--- config.mk ---
export PLATFORM = sky130hd
export DESIGN_NAME = mec_cell
export DESIGN_NICKNAME = d
export VERILOG_FILES = /design/src/rtl/core/mec_pkg.sv /design/src/rtl/core/mec_cell.sv
export SDC_FILE = /design/constraint.sdc
export NUM_CORES = 1
export LEC_CHECK = 0
export ABC_AREA = 1
export ABC_CLOCK_PERIOD_IN_PS = 1800
export BUFFER_PORTS_ARGS = -buffer_cell sky130_fd_sc_hd__buf_2
export CAP_MARGIN = 20
export CELL_PAD_IN_SITES_DETAIL_PLACEMENT = 0
export CELL_PAD_IN_SITES_GLOBAL_PLACEMENT = 1
export CORE_ASPECT_RATIO = 1.4
export CORE_MARGIN = 4
export CORE_UTILIZATION = 25
export DETAILED_ROUTE_END_ITERATION = 6
export PLACE_DENSITY_LB_ADDON = 0.1
export SLEW_MARGIN = 20
export SYNTH_ARGS = -nofsm -noshare
export SYNTH_HDL_FRONTEND = slang
export SYNTH_SLANG_ARGS = --single-unit
--- constraint.sdc ---
create_clock -name clk -period 1.8 [get_ports clk]
set_input_delay 0.09 -clock clk [delete_from_list [all_inputs] [get_ports clk]]
set_output_delay 0.09 -clock clk [all_outputs]
set_load 0.05 [all_outputs]
--- src/rtl/core/mec_pkg.sv ---
// mec_pkg: shared constants and the token type that travels down the cell row
// of the majority element counter. No dependencies.
`default_nettype none

package mec_pkg;

	localparam int ENTRIES    = 64;
	localparam int COUNT_BITS = 16;
	localparam int VALUE_BITS = 32;

	localparam logic [COUNT_BITS-1:0] COUNT_MAX = {COUNT_BITS{1'b1}};

	// One item on its way through the row.
	// done: some cell already matched or stored the value
	// count: the entry count after this item, valid when done is set
	typedef struct packed {
		logic                         vld;
		logic                         last;
		logic                         done;
		logic signed [VALUE_BITS-1:0] value;
		logic [COUNT_BITS-1:0]        count;
	} mec_token_t;

endpackage

`default_nettype wire

--- src/rtl/core/mec_cell.sv ---
// mec_cell: one table entry (key, count, valid) plus the token stage that
// hands the item on to the next cell. Depends on mec_pkg.
`default_nettype none

module mec_cell (
	input  wire                 clk,
	input  wire                 arst_n,
	input  wire                 adv,
	input  mec_pkg::mec_token_t tok_in,
	output mec_pkg::mec_token_t tok_out
);
	import mec_pkg::*;

	logic signed [VALUE_BITS-1:0] key_q;
	logic [COUNT_BITS-1:0]        count_q;
	logic                         valid_q;
	mec_token_t                   tok_q;

	logic                  open;
	logic                  hit;
	logic                  ins;
	logic [COUNT_BITS-1:0] new_count;

	assign open = tok_in.vld && !tok_in.done;
	assign hit  = open && valid_q && (key_q == tok_in.value);
	// entries fill from the low end, so the first empty cell is the free slot
	assign ins  = open && !valid_q;

	always_comb begin
		if (hit) begin
			new_count = (count_q == COUNT_MAX) ? count_q : count_q + 1'b1;
		end else begin
			new_count = {{(COUNT_BITS-1){1'b0}}, 1'b1};
		end
	end

	always_ff @(posedge clk or negedge arst_n) begin
		if (!arst_n) begin
			valid_q <= 1'b0;
			key_q   <= '0;
			count_q <= '0;
			tok_q   <= '0;
		end else if (adv) begin
			tok_q.vld   <= tok_in.vld;
			tok_q.last  <= tok_in.last;
			tok_q.value <= tok_in.value;
			tok_q.done  <= tok_in.done || hit || ins;
			tok_q.count <= (hit || ins) ? new_count : tok_in.count;
			// the last item of an array wipes each entry as it passes
			if (tok_in.vld) begin
				valid_q <= tok_in.last ? 1'b0 : (valid_q || ins);
			end
			if (ins) begin
				key_q <= tok_in.value;
			end
			if (hit || ins) begin
				count_q <= new_count;
			end
		end
	end

	assign tok_out = tok_q;

endmodule

`default_nettype wire

==> run_results.csv <==
group,metric,value,unit
job,max_cap_viol_count,0,
grt,grt_pass1_vias,5482,
synthesis,yosys_warnings,0,
synthesis,synth-seq-cells,100,
worst_setup_path,crit_type,"register to register",
worst_setup_path,crit_path_max_fanout,5,
worst_setup_path,critPathLaunchType,"register",
drt,final_antenna_net_count,0,
drt,drc,0,
grt,grt_max_degree,75,
floorplan,fp.coreArea,21300,um^2
worst_hold_path,min_to,"tok_out[27]$_DFFE_PN0P_",
timing,layout_setup_ws,30.6,ps
cts,clkLatencyLatePin,350,ps
place,portBuffers,104,
floorplan,io_pins,105,
power,combPwrFrac,31.9,%
worst_setup_path,slowest_stage,"dfrtp_1",
power,leakagePower,3.99,nW
finish,antenna_cells,0,
drt,wire_per_inst,15.5,um
synthesis,ys_types,29,
grt,antenna_found_initial,0,
timing,rsz0062_at_grt,"yes",
finish,finalNetCount,1006,
place,dp_cells,1161,
drt,routed-via-count,5475,
finish,register_area,2500,um^2
worst_hold_path,hold_start,"tok_in[27]",
drt,drt-initial-drc-count,231,
timing,setup_viol,0,
timing,fin_setup_tns,0,ps
floorplan,die_h,183,um
worst_setup_path,worstRegToRegCells,11,
finish,multiInputGateArea,2810,um^2
cts,cts_tree,"done",
floorplan,num_rows,63,
finish,drive_above_1_share,32.3,%
worst_setup_path,path_cells,"nand2_1 > nand2_1 > nor2_2 > nand3_2 > nor2_4 > nand3_4 > nand2_4 > nand2_8 > clkbuf_16 > nand2_1 > nand2_1",
cts,clkSinkCount,100,
grt,grt_use_total,15.3,%
floorplan,die_w,133,um
timing,skew,8.66,ps
timing,finalHoldViolCount,0,
timing,whs,8.24,ps
finish,area_growth,43.0,%
place,dp_hpwl,14000,um
worst_setup_path,reg2reg_to,"count_q[11]$_DFFE_PN0P_",
synthesis,synth_area_leaders,"dfrtp_1 (46%), nand2_1 (21%), inv_1 (5.1%)",
worst_setup_path,r2r_setup_slack,30,ps
power,ir_drop,0.000466,V
cts,cts_made_buffers,9,
timing,period_share,98.3,%
floorplan,start_util,25.6,%
power,power.internal,4.31,mW
power,p_sw,2.39,mW
synthesis,ys_seq_area_share,46.0,%
synthesis,syn_area_per_cell,7.23,um^2
power,netSwitchingFraction,35.7,%
timing,drv_slew,0,
worst_setup_path,cp.arrival,2020,ps
worst_setup_path,endpoint_kind,"register",
synthesis,yosysTopAreaCell,"dfrtp_1",
drt,post_drt_via_cell_ratio,4.51,
power,p_per_area,862,nW/um^2
status,status,"finished, final reports clean",
finish,final_cells,1215,
worst_setup_path,crit_start,"key_q[0]$_DFFE_PN0P_",
grt,overflow,0,
timing,finalCriticalPeriod,1770,ps
worst_setup_path,crit_top_cell,"nand2_1",
synthesis,syn_nets,807,
timing,worstMarginPinSlew,495,ps
worst_hold_path,holdPathStages,3,
synthesis,syn-cell-area,5440,um^2
grt,grt_pass1_wl,29300,um
timing,slew_headroom,67.0,%
cts,clk_pin_slew_worst_paths,70,ps
place,place_ws,-111,ps
synthesis,synth_top_area_share,46.0,%
drt,drtPass1Iterations,4,
cts,cts-root-buf,"clkbuf_16",
worst_setup_path,worstPathRequired,2050,ps
power,pwr-share-seq,40.7,%
finish,final_util,36.5,%
power,clockPowerShare,27.4,%
worst_hold_path,min_path_type,"input pin to register",
cts,htreeDepth,3,
drt,wl,18800,um
timing,max_freq,565,MHz
synthesis,syn_inst,752,
cts,clockBufferDepth,2,
worst_setup_path,r2r-start,"key_q[0]$_DFFE_PN0P_",
worst_setup_path,slowest_delay,380,ps
finish,fill_cells,2280,
place,place_congestion,0.870,
floorplan,die_area,24200,um^2
critical path: cells and delay by family, from the launching register on:
kind	cells	cell delay [ps]
buffers and inverters	1	190
DFF	1	380
and+or+nand+nor	10	1080
sequential cells by signal (all words and copies together) (netlist names):
signal   cells
tok_out     51
key_q       32
count_q     16
valid_q      1
cells in the mapped netlist, drive strengths merged:
master,number
a21oi,6
and2,2
buf,12
clkbuf,12
dfrtp,100
ha,1
inv,81
mux2,9
nand2,307
nand3,47
nand3b,1
nand4,22
nor2,70
nor2b,1
nor3,9
o21ai,52
xnor2,9
xor2,11
per-stage QoR:
step	cell area (um^2)	power (mW)
6_report	7780	6.71
3_3_place_gp	6770	4.65
3_5_place_dp	6770	4.67
5_1_grt	7780	7.12
4_1_cts	7410	6.66
2_1_floorplan	5440	3.89
power groups by stage:
stage | combinational [mW] | sequential, mW | clock (mW)
floorplan | 0.765 | 3.12 | 0
global route | 2.35 | 2.78 | 2.00
CTS | 2.01 | 2.72 | 1.92
global placement | 1.90 | 2.75 | 0
finish | 2.14 | 2.73 | 1.84
detailed placement | 1.91 | 2.76 | 0
cells in the final DEF, fill, tap and decap left out, types with 3 or more instances in the layout:
cell type,count
xnor2_1,5
buf_6,3
nand4_1,22
inv_1,68
nand2_1,254
clkbuf_16,12
nor3_1,8
xor2_1,11
dlygate4sd3_1,31
buf_4,68
nor2_1,49
nor2_4,6
nand2_2,46
inv_2,12
a21oi_1,6
mux2_2,9
o21ai_0,50
xnor2_2,4
nand2_4,6
nor2_2,14
nand3_2,8
dfrtp_1,99
buf_12,6
nand3_1,38
buf_2,100
cells by family after synthesis:
| family | after synthesis | synth area share, % |
|---|---|---|
| AND/OR/NAND/NOR | 459 | 35.6 |
| buffers and inverters | 105 | 7.71 |
| flip-flops | 100 | 46.0 |
| AO/OA/AOI/OAI | 58 | 5.34 |
| XOR/XNOR | 20 | 3.22 |
| multiplexers | 9 | 1.86 |
| adder cells (fa/ha/maj) | 1 | 0.230 |
routing by layer:
layer  vias to the layer above  GRT usage, %  wire, um
met5                         -             0         0
met2                        90          30.7     10700
met3                        21          2.10       427
met1                      2623          16.6      7350
li1                       2741             -         -
met4                         0          3.99       296
repair_timing:
| item | CTS | global route |
|---|---|---|
| hold buffers | 32 | 0 |
| gates resized for setup | 10 | 90 |
| pin swaps | 4 | 37 |
| endpoints found under the setup margin | 32 | 33 |
| endpoints found under the hold margin | 60 | 0 |
| cloned | 0 | 3 |
| setup buffers | 2 | 5 |
final cells by class:
| class | count | share of cell area [%] |
|---|---|---|
| Timing Repair Buffer | 212 | 20.1 |
| Sequential cell | 100 | 32.2 |
| Clock buffer | 10 | 2.94 |
| Inverter | 81 | 3.94 |
| Clock inverter | 5 | 0.499 |
| Tap cell | 260 | 4.18 |
| Multi-Input combinational cell | 547 | 36.1 |
how the worst max path moves through the flow:
stage / endpoint / depth (start not counted) / slack (ps)
floorplan: tok_out[0]$_DFFE_PN0P_ / 11 / 30
global placement: count_q[11]$_DFFE_PN0P_ / 10 / -150
detailed placement: count_q[11]$_DFFE_PN0P_ / 10 / -110
CTS: count_q[6]$_DFFE_PN0P_ / 12 / 0.6
global route: tok_out[6]$_DFFE_PN0P_ / 14 / -80
finish: count_q[11]$_DFFE_PN0P_ / 11 / 30
Power figures use the tool's default switching activity.
