--- src/rtl/core/mec_pkg.sv ---
// mec_pkg: shared constants and the token type that travels down the cell row
// of the majority element counter. No dependencies.
`default_nettype none

package mec_pkg;

	localparam int ENTRIES    = 64;
	localparam int COUNT_BITS = 16;
	localparam int VALUE_BITS = 32;

	localparam logic [COUNT_BITS-1:0] COUNT_MAX = {COUNT_BITS{1'b1}};

	// One item on its way through the row.
	// done: some cell already matched or stored the value
	// count: the entry count after this item, valid when done is set
	typedef struct packed {
		logic                         vld;
		logic                         last;
		logic                         done;
		logic signed [VALUE_BITS-1:0] value;
		logic [COUNT_BITS-1:0]        count;
	} mec_token_t;

endpackage

`default_nettype wire

--- src/rtl/core/mec_tally.sv ---
// mec_tally: end of the cell row; keeps item total, largest count and the
// overflow flag, and registers the result. Depends on mec_pkg.
`default_nettype none

module mec_tally (
	input  wire                 clk,
	input  wire                 arst_n,
	input  wire                 adv,
	input  mec_pkg::mec_token_t tok,
	output logic                res_vld,
	output logic                res_majority,
	output logic                res_overflow
);
	import mec_pkg::*;

	logic [COUNT_BITS-1:0] items_q;
	logic [COUNT_BITS-1:0] largest_q;
	logic                  ovf_q;
	logic                  res_vld_q;
	logic                  res_majority_q;
	logic                  res_overflow_q;

	logic [COUNT_BITS-1:0] items_n;
	logic [COUNT_BITS-1:0] largest_n;
	logic                  ovf_n;

	always_comb begin
		items_n   = (items_q == COUNT_MAX) ? items_q : items_q + 1'b1;
		largest_n = (tok.done && tok.count > largest_q) ? tok.count : largest_q;
		// no cell took the value (table full), or the item total saturated
		ovf_n     = ovf_q || !tok.done || (items_q == COUNT_MAX);
	end

	always_ff @(posedge clk or negedge arst_n) begin
		if (!arst_n) begin
			items_q   <= '0;
			largest_q <= '0;
			ovf_q     <= 1'b0;
			res_vld_q <= 1'b0;
		end else if (adv) begin
			res_vld_q <= tok.vld && tok.last;
			if (tok.vld) begin
				if (tok.last) begin
					items_q   <= '0;
					largest_q <= '0;
					ovf_q     <= 1'b0;
				end else begin
					items_q   <= items_n;
					largest_q <= largest_n;
					ovf_q     <= ovf_n;
				end
			end
		end
	end

	always_ff @(posedge clk) begin
		if (adv) begin
			res_majority_q <= largest_n > (items_n >> 1);
			res_overflow_q <= ovf_n;
		end
	end

	assign res_vld      = res_vld_q;
	assign res_majority = res_majority_q;
	assign res_overflow = res_overflow_q;

	a_count_bound: assert property (@(posedge clk) disable iff (!arst_n)
		largest_q <= items_q)
		else $error("largest count above item total");

	a_clear_after_last: assert property (@(posedge clk) disable iff (!arst_n)
		(adv && tok.vld && tok.last) |=> (items_q == '0 && largest_q == '0 && !ovf_q))
		else $error("state not cleared after last item");

	a_miss_sets_ovf: assert property (@(posedge clk) disable iff (!arst_n)
		(adv && tok.vld && !tok.done && !tok.last) |=> ovf_q)
		else $error("unplaced item did not flag overflow");

endmodule

`default_nettype wire
--- config.mk ---
export PLATFORM = sky130hd
export DESIGN_NAME = mec_tally
export DESIGN_NICKNAME = d
export VERILOG_FILES = /design/src/rtl/core/mec_pkg.sv /design/src/rtl/core/mec_tally.sv
export SDC_FILE = /design/constraint.sdc
export NUM_CORES = 1
export LEC_CHECK = 0
export BUFFER_PORTS_ARGS = -buffer_cell sky130_fd_sc_hd__buf_4
export CAP_MARGIN = 20
export CORE_MARGIN = 2
export CORE_UTILIZATION = 30
export CTS_CLUSTER_DIAMETER = 200
export DETAILED_ROUTE_END_ITERATION = 12
export GPL_ROUTABILITY_DRIVEN = 1
export PLACE_DENSITY = 0.53
export SLEW_MARGIN = 10
export SYNTH_ARGS = -nofsm -noshare
export SYNTH_HDL_FRONTEND = slang
export SYNTH_SLANG_ARGS = --single-unit
export TNS_END_PERCENT = 20
--- constraint.sdc ---
create_clock -name clk -period 3 [get_ports clk]
set_input_delay 0.9 -clock clk [delete_from_list [all_inputs] [get_ports clk]]
set_output_delay 0.9 -clock clk [all_outputs]
set_load 0.005 [all_outputs]
==> flow_summary.toml, run 1 <==
[finish]
antenna-diode-count = 0
fin_nets = 491
final_util = 0.417
syn2layout_area_growth_pct = 37.3
layout-drive-gt1-share = 0.318

[die]
dieArea_sq_um = 10000
io_pins = 57
row_count = 35
die_h_microns = 100
start_util = 0.304
coreArea_sq_um = 9110
die-width_microns = 100

[drt]
final_antenna_net_count = 0
first_pass_iters = 8
vias = 2641
post_drt_via_cell_ratio = 5.11
detail_route.wl_per_cell_microns = 14.8
drt_wl_total_microns = 7670
drc = 1
drtIter0Drc = 93

[setup_path]
max_stage_delay_ns = 0.46
cp_max_fo = 8
critPathLaunchType = "input pin"
critical_path_buf_inv_count = 2
critPathSlowestCell = "o41a_1"
crit_required_ns = 3.04
end_kind = "flop"
cp_top_family = "compound AO/OA/AOI/OAI gates"
cp_common_cell = "buf_6"
worst-setup-path-type = "input pin to flop"
crit_arrival_ns = 3.67
crit_chain = "buf_6 -> ha_4 -> nand4_1 -> nor2_1 -> a22o_1 -> o41a_1 -> buf_6 -> nand2_2 -> o21ai_2 -> ha_1 -> nor2b_1 -> o21a_1 -> o21ai_1 -> a21oi_2 -> nor4_1 -> o221ai_1"

[global_route]
grt_start_max_net_pins = 35
antenna_found_initial = 0
grt_pass1_vias = 2744
track_usage = 0.167
grt_pass1_wl_microns = 13200
grt-ovfl-total = 0

[synthesis]
synth_compound_area_frac = 0.191
synthAdderAreaFrac = 0.145
syn_nets = 413
synth_seq_area_share = 0.329
synthCells = 327
syn_area_sq_um = 2770
synthSimpleGateAreaFrac = 0.219
ys_warn_count = 0
synth_top_family_by_area = "simple AND/OR/NAND/NOR gates"
yosys.area_share.xor_xnor = 0.0317
synth_mux_area_frac = 0.0271
synth_area_per_cell_sq_um = 8.46
synth.distinct_cells = 44
ys_ff_latch = 36

[timing]
worst_slack_ns = -0.628
fin_crit_sh = 1.21
skew_ns = 0.0121
setup_viol = 1
timing.hold.ws_ns = 0.506
maxSlewHeadroom = 0.620
rsz0062_at_grt = "true"
worst_pin_slew_ns = 0.569
finalHoldViolCount = 0
period_needed_ns = 3.63
slew_violations = 0
max_freq_mhz = 276

[clock_tree]
hold_buffers = 0
clk_latency_ns = 0.30
clkTransAtPathRegs_ns = 0.09
numCtsBuffers = 5
cts_tree = "done"
h-tree-depth = 2
cts_root_buffer = "clkbuf_8"
clock_path_buffers = 2
clkSinkCount = 36

[pwr]
total_leakage_power_uw = 0.00163
power_density_nw_per_um2 = 478
ir_drop_mv = 0.207

[job]
maxCapViolations = 0

[placement]
gp_congestion = 0.832
pre_cts_ws_ns = -1.07
hpwl_microns = 5600
port_buffers = 24

[status]
status = "finished with violations"
violations = "design-rule violations, negative setup slack"

[min_path]
hold_class = "flop to flop"
## Yosys cell counts, drive strengths merged
| cell | count | area (sq um) |
|---|---|---|
| a21boi | 3 | 22.5 |
| a21o | 1 | 7.51 |
| a21oi | 18 | 90.1 |
| a22o | 9 | 78.8 |
| a31oi | 1 | 6.26 |
| and2 | 2 | 13.8 |
| and3 | 2 | 12.5 |
| and4 | 1 | 8.76 |
| buf | 8 | 51.3 |
| clkbuf | 7 | 26.3 |
| dfrtp | 34 | 851 |
| dlygate4sd1 | 1 | 8.76 |
| edfxtp | 2 | 60.1 |
| ha | 32 | 400 |
| inv | 19 | 71.3 |
| mux2 | 1 | 15.0 |
| mux2i | 6 | 60.1 |
| nand2 | 45 | 169 |
| nand2b | 3 | 18.8 |
| nand3 | 18 | 90.1 |
| nand3b | 4 | 30.0 |
| nand4 | 9 | 68.8 |
| nor2 | 19 | 71.3 |
| nor2b | 3 | 18.8 |
| nor3 | 4 | 25.0 |
| nor4 | 3 | 18.8 |
| o211ai | 3 | 22.5 |
| o21a | 1 | 7.51 |
| o21ai | 37 | 185 |
| o221ai | 9 | 78.8 |
| o22a | 1 | 8.76 |
| o41a | 1 | 11.3 |
| o41ai | 1 | 8.76 |
| or3 | 8 | 50.1 |
| or4 | 1 | 11.3 |
| xnor2 | 5 | 43.8 |
| xor2 | 5 | 43.8 |
## kinds of logic after synthesis
kind of cell / after synthesis
multiplexers: 7
buffers and inverters: 35
XOR/XNOR: 10
AND/OR/NAND/NOR: 122
AO/OA/AOI/OAI: 85
flip-flops: 36
adder cells (fa/ha/maj): 32
## area by class of cell
class                           count  area [sq um]
Timing Repair Buffer               87           683
Clock buffer                        5          68.8
Clock inverter                      3          18.8
Sequential cell                    36           911
Fill cell                         912          5310
Tap cell                          111           139
Inverter                           19          71.3
Multi-Input combinational cell    256          1910
## worst reg2reg max path, stage by stage, from the launching register on
cell	delay [ns]
dfrtp_1	0.38
inv_1	0.12
ha_4	0.22
nand4_1	0.17
nor2_1	0.07
a22o_1	0.21
o41a_1	0.46
buf_6	0.16
nand2_2	0.05
o21ai_2	0.06
ha_1	0.32
nor2b_1	0.15
o21a_1	0.18
o21ai_1	0.18
a21oi_2	0.10
nor4_1	0.19
o221ai_1	0.16
## where the power goes
| part | total, uW | leakage (uW) | internal, uW | switching (uW) |
|---|---|---|---|---|
| Clock | 365 | 0.0000479 | 162 | 202 |
| Combinational | 856 | 0.00112 | 425 | 431 |
| Sequential | 596 | 0.000462 | 563 | 32.8 |
| Total | 1820 | 0.00163 | 1150 | 666 |
## per-stage QoR
step	std cells	cell area, sq um	TNS [ns]	power (uW)
floorplan	327	2770	-0.716	1020
global route	517	3800	-0.802	1970
CTS	517	3790	-0.547	1830
finish	517	3800	-0.628	1820
global placement	502	3420	-1.86	1300
detailed placement	502	3420	-2.26	1320
## flip-flops by register name (all words and copies together) (netlist names)
| signal | count |
|---|---|
| largest_q | 16 |
| res_overflow | 1 |
| ovf_q | 1 |
| res_vld | 1 |
| res_majority | 1 |
| items_q | 16 |
## path summary, 6_finish.rpt
kind,start,cells after the start,slack (ns),to
max in group asynchronous,arst_n,1,2.09,largest_q[11]
min reg2reg,largest_q[14],1,0.51,largest_q[14]
max,tok[8],16,-0.63,res_majority
min,largest_q[14],1,0.51,largest_q[14]
max reg2reg,largest_q[9],16,-0.43,res_majority
min in group asynchronous,arst_n,1,0.56,items_q[7]
## placed cells by master, fill, tap and decap left out, types with 4 or more instances in the layout
master / netlist / final
buf_4: 0 / 79
nand2_1: 45 / 43
dfrtp_1: 34 / 34
o21ai_0: 36 / 25
inv_1: 19 / 19
nor2_1: 19 / 19
ha_1: 32 / 19
nand3_1: 18 / 18
a21oi_1: 18 / 11
ha_4: 0 / 11
a22o_1: 9 / 9
o221ai_1: 9 / 9
o21ai_1: 1 / 8
or3_1: 8 / 8
buf_6: 2 / 8
nand4_1: 7 / 7
a21oi_2: 0 / 7
mux2i_1: 6 / 6
xnor2_1: 5 / 5
xor2_1: 5 / 5
clkbuf_8: 0 / 5
nand3b_1: 4 / 4
o21ai_2: 0 / 4
## per-layer routing
layer / track usage / part of all wire / vias up
met5: 0 / 0 / -
met4: 0.0506 / 0.0076 / 0
met3: 0.0279 / 0.021 / 6
met2: 0.274 / 0.48 / 37
met1: 0.225 / 0.50 / 1252
li1: - / - / 1346
## repair_timing
item | 4_1_cts | 5_1_grt
cloned | 1 | 0
hold endpoints to repair | 0 | 0
gates resized for setup | 47 | 1
pin swaps | 24 | 0
setup endpoints to repair | 1 | 6
setup buffers | 6 | 0
Note: power is estimated with default switching activity, not from simulation.
==> inputs of run 2 (changes only) <==
--- a/config.mk
+++ b/config.mk
@@ -7,8 +7,10 @@
 export LEC_CHECK = 0
 export BUFFER_PORTS_ARGS = -buffer_cell sky130_fd_sc_hd__buf_4
 export CAP_MARGIN = 20
+export CORE_ASPECT_RATIO = 0.9
 export CORE_MARGIN = 2
 export CORE_UTILIZATION = 30
+export CTS_BUF_LIST = sky130_fd_sc_hd__clkbuf_16
 export CTS_CLUSTER_DIAMETER = 200
 export DETAILED_ROUTE_END_ITERATION = 12
 export GPL_ROUTABILITY_DRIVEN = 1
==> run 2 against run 1 <==
Net effect: the flow finishes with violations (negative setup slack); routed wire length increased by 2.1%; clock power up 39%; sequential power up 0.7%; critical path type unchanged; critical endpoint unchanged; highest routed layer unchanged.
==> flow_summary.toml, run 2 (synthesized netlist as in run 1, its figures left out) <==
[pwr]
ir_drop_mv = 0.192
power_density_nw_per_um2 = 507
p_total_uw = 1970
total_leakage_power_uw = 0.00168

[placement]
port_buffers = 24
hpwl_microns = 5730
gp_congestion = 0.822
placed_cell_area_sq_um = 3480

[setup_path]
end_kind = "flop"
regToRegEndpoint = "res_majority"
crit_chain = "buf_4 -> ha_4 -> a21oi_2 -> o21ai_1 -> a22o_1 -> o41a_1 -> buf_6 -> nand2_2 -> o21ai_2 -> ha_1 -> nor2b_4 -> o21a_1 -> o21ai_1 -> a21oi_1 -> nor4_1 -> o221ai_1"
cp_common_cell = "o21ai_1"
regToRegStartpoint = "largest_q[9]"
critPathSlowestCell = "o41a_1"
rrSetupSlack_ns = -0.45
worst-setup-path-type = "input pin to flop"
cp_max_fo = 7
r2r_cells = 17
critPathLaunchType = "input pin"
crit_arrival_ns = 3.75
crit_required_ns = 3.01
max_stage_delay_ns = 0.48

[finish]
layout_commonest_cell = "buf_4"
postLayoutCellArea_sq_um = 3880
final_cell_mix = "86 x buf_4, 43 x nand2_1, 34 x dfrtp_1, 28 x o21ai_0"
antenna-diode-count = 0
fin_nets = 497
syn2layout_area_growth_pct = 40.1
final_util = 0.429
layout-drive-gt1-share = 0.306
largest_registers = "items_q x16, largest_q x16"

[clock_tree]
clkTransAtPathRegs_ns = 0.06
cts_tree = "done"
cts_root_buffer = "clkbuf_16"
hold_buffers = 0
clkSinkCount = 36
clock_path_buffers = 2
numCtsBuffers = 5
h-tree-depth = 2
clk_latency_ns = 0.28

[min_path]
hold_class = "flop to flop"
whs_endpoint = "largest_q[14]"
min-delay-start = "largest_q[14]"
holdPathStages = 1

[die]
die-width_microns = 105
coreArea_sq_um = 9040
row_count = 33
io_pins = 57
dieArea_sq_um = 10000
die_h_microns = 95.1
start_util = 0.306

[timing]
worst_pin_slew_ns = 0.613
skew_ns = 0.00435
fin_crit_sh = 1.25
slew_violations = 0
finalHoldViolCount = 0
worst_slack_ns = -0.747
setup_viol = 1
maxSlewHeadroom = 0.588
timing.hold.ws_ns = 0.506
rsz0062_at_grt = "true"
max_freq_mhz = 267
period_needed_ns = 3.75

[job]
maxCapViolations = 0

[status]
violations = "negative setup slack"
status = "finished with violations"

[drt]
detail_route.wl_per_cell_microns = 14.7
final_antenna_net_count = 0
drt_wl_total_microns = 7830
drtIter0Drc = 106
first_pass_iters = 4
post_drt_via_cell_ratio = 5.00
vias = 2671
drc = 0

[global_route]
track_usage = 0.159
grt_pass1_wl_microns = 12600
antenna_found_initial = 0
grt_start_max_net_pins = 35
grt-ovfl-total = 0
grt_pass1_vias = 2588
==> run 2: changes by cell type in the layout (fill, tap and decap cells not counted), sizes merged <==
cell    before  now
buf         87   93
clkinv       3    1
inv         19   21
==> run 2: layer usage <==
layer | vias to the layer above | global-route usage | part of all wire
met4 | 0 | 0.0578 | 0.019
met1 | 1259 | 0.212 | 0.48
met5 | - | 0 | 0
li1 | 1351 | - | -
met2 | 51 | 0.256 | 0.47
met3 | 10 | 0.0301 | 0.033
==> run 2: what timing repair did <==
action | CTS | global route
pin swaps | 0 | 20
setup buffers | 0 | 6
gates cloned | 0 | 1
resized for setup | 3 | 36
hold endpoints to repair | 0 | 0
setup endpoints to repair | 1 | 3
==> run 2: final cells by class <==
cell class	count	area, sq um
Clock buffer	5	125
Tap cell	122	153
Fill cell	895	5170
Timing Repair Buffer	93	724
Inverter	19	71.3
Sequential cell	36	911
Clock inverter	3	11.3
Multi-Input combinational cell	256	1880
==> run 2: how the worst max path moves through the flow <==
stage,from,endpoint,slack (ns),cells after the start
2_1_floorplan,tok[1],res_majority,-0.72,16
3_3_place_gp,tok[7],res_majority,-0.99,15
3_5_place_dp,tok[5],res_majority,-1.02,15
5_1_grt,tok[9],res_majority,-0.90,16
4_1_cts,tok[11],res_majority,-0.65,16
6_report,tok[5],res_majority,-0.75,16
==> run 2: critical path, delay by kind of cell <==
family	cells	cell delay, ns
compound gates	9	1.57
fa+ha+maj	2	0.55
buf+inv	2	0.29
simple gates	3	0.44
==> run 2: stage by stage <==
step / std cells / worst slack [ns] / setup TNS, ns
detailed placement: 519 / -1.02 / -1.85
global placement: 519 / -0.988 / -1.98
global route: 534 / -0.900 / -0.900
floorplan: 327 / -0.716 / -0.716
finish: 534 / -0.747 / -0.747
CTS: 527 / -0.651 / -0.651
==> run 2: power breakdown <==
part	total (uW)	switching, uW	internal [uW]
sequential	600	35.4	565
clock	508	209	299
combinational	857	423	435
total	1970	667	1300
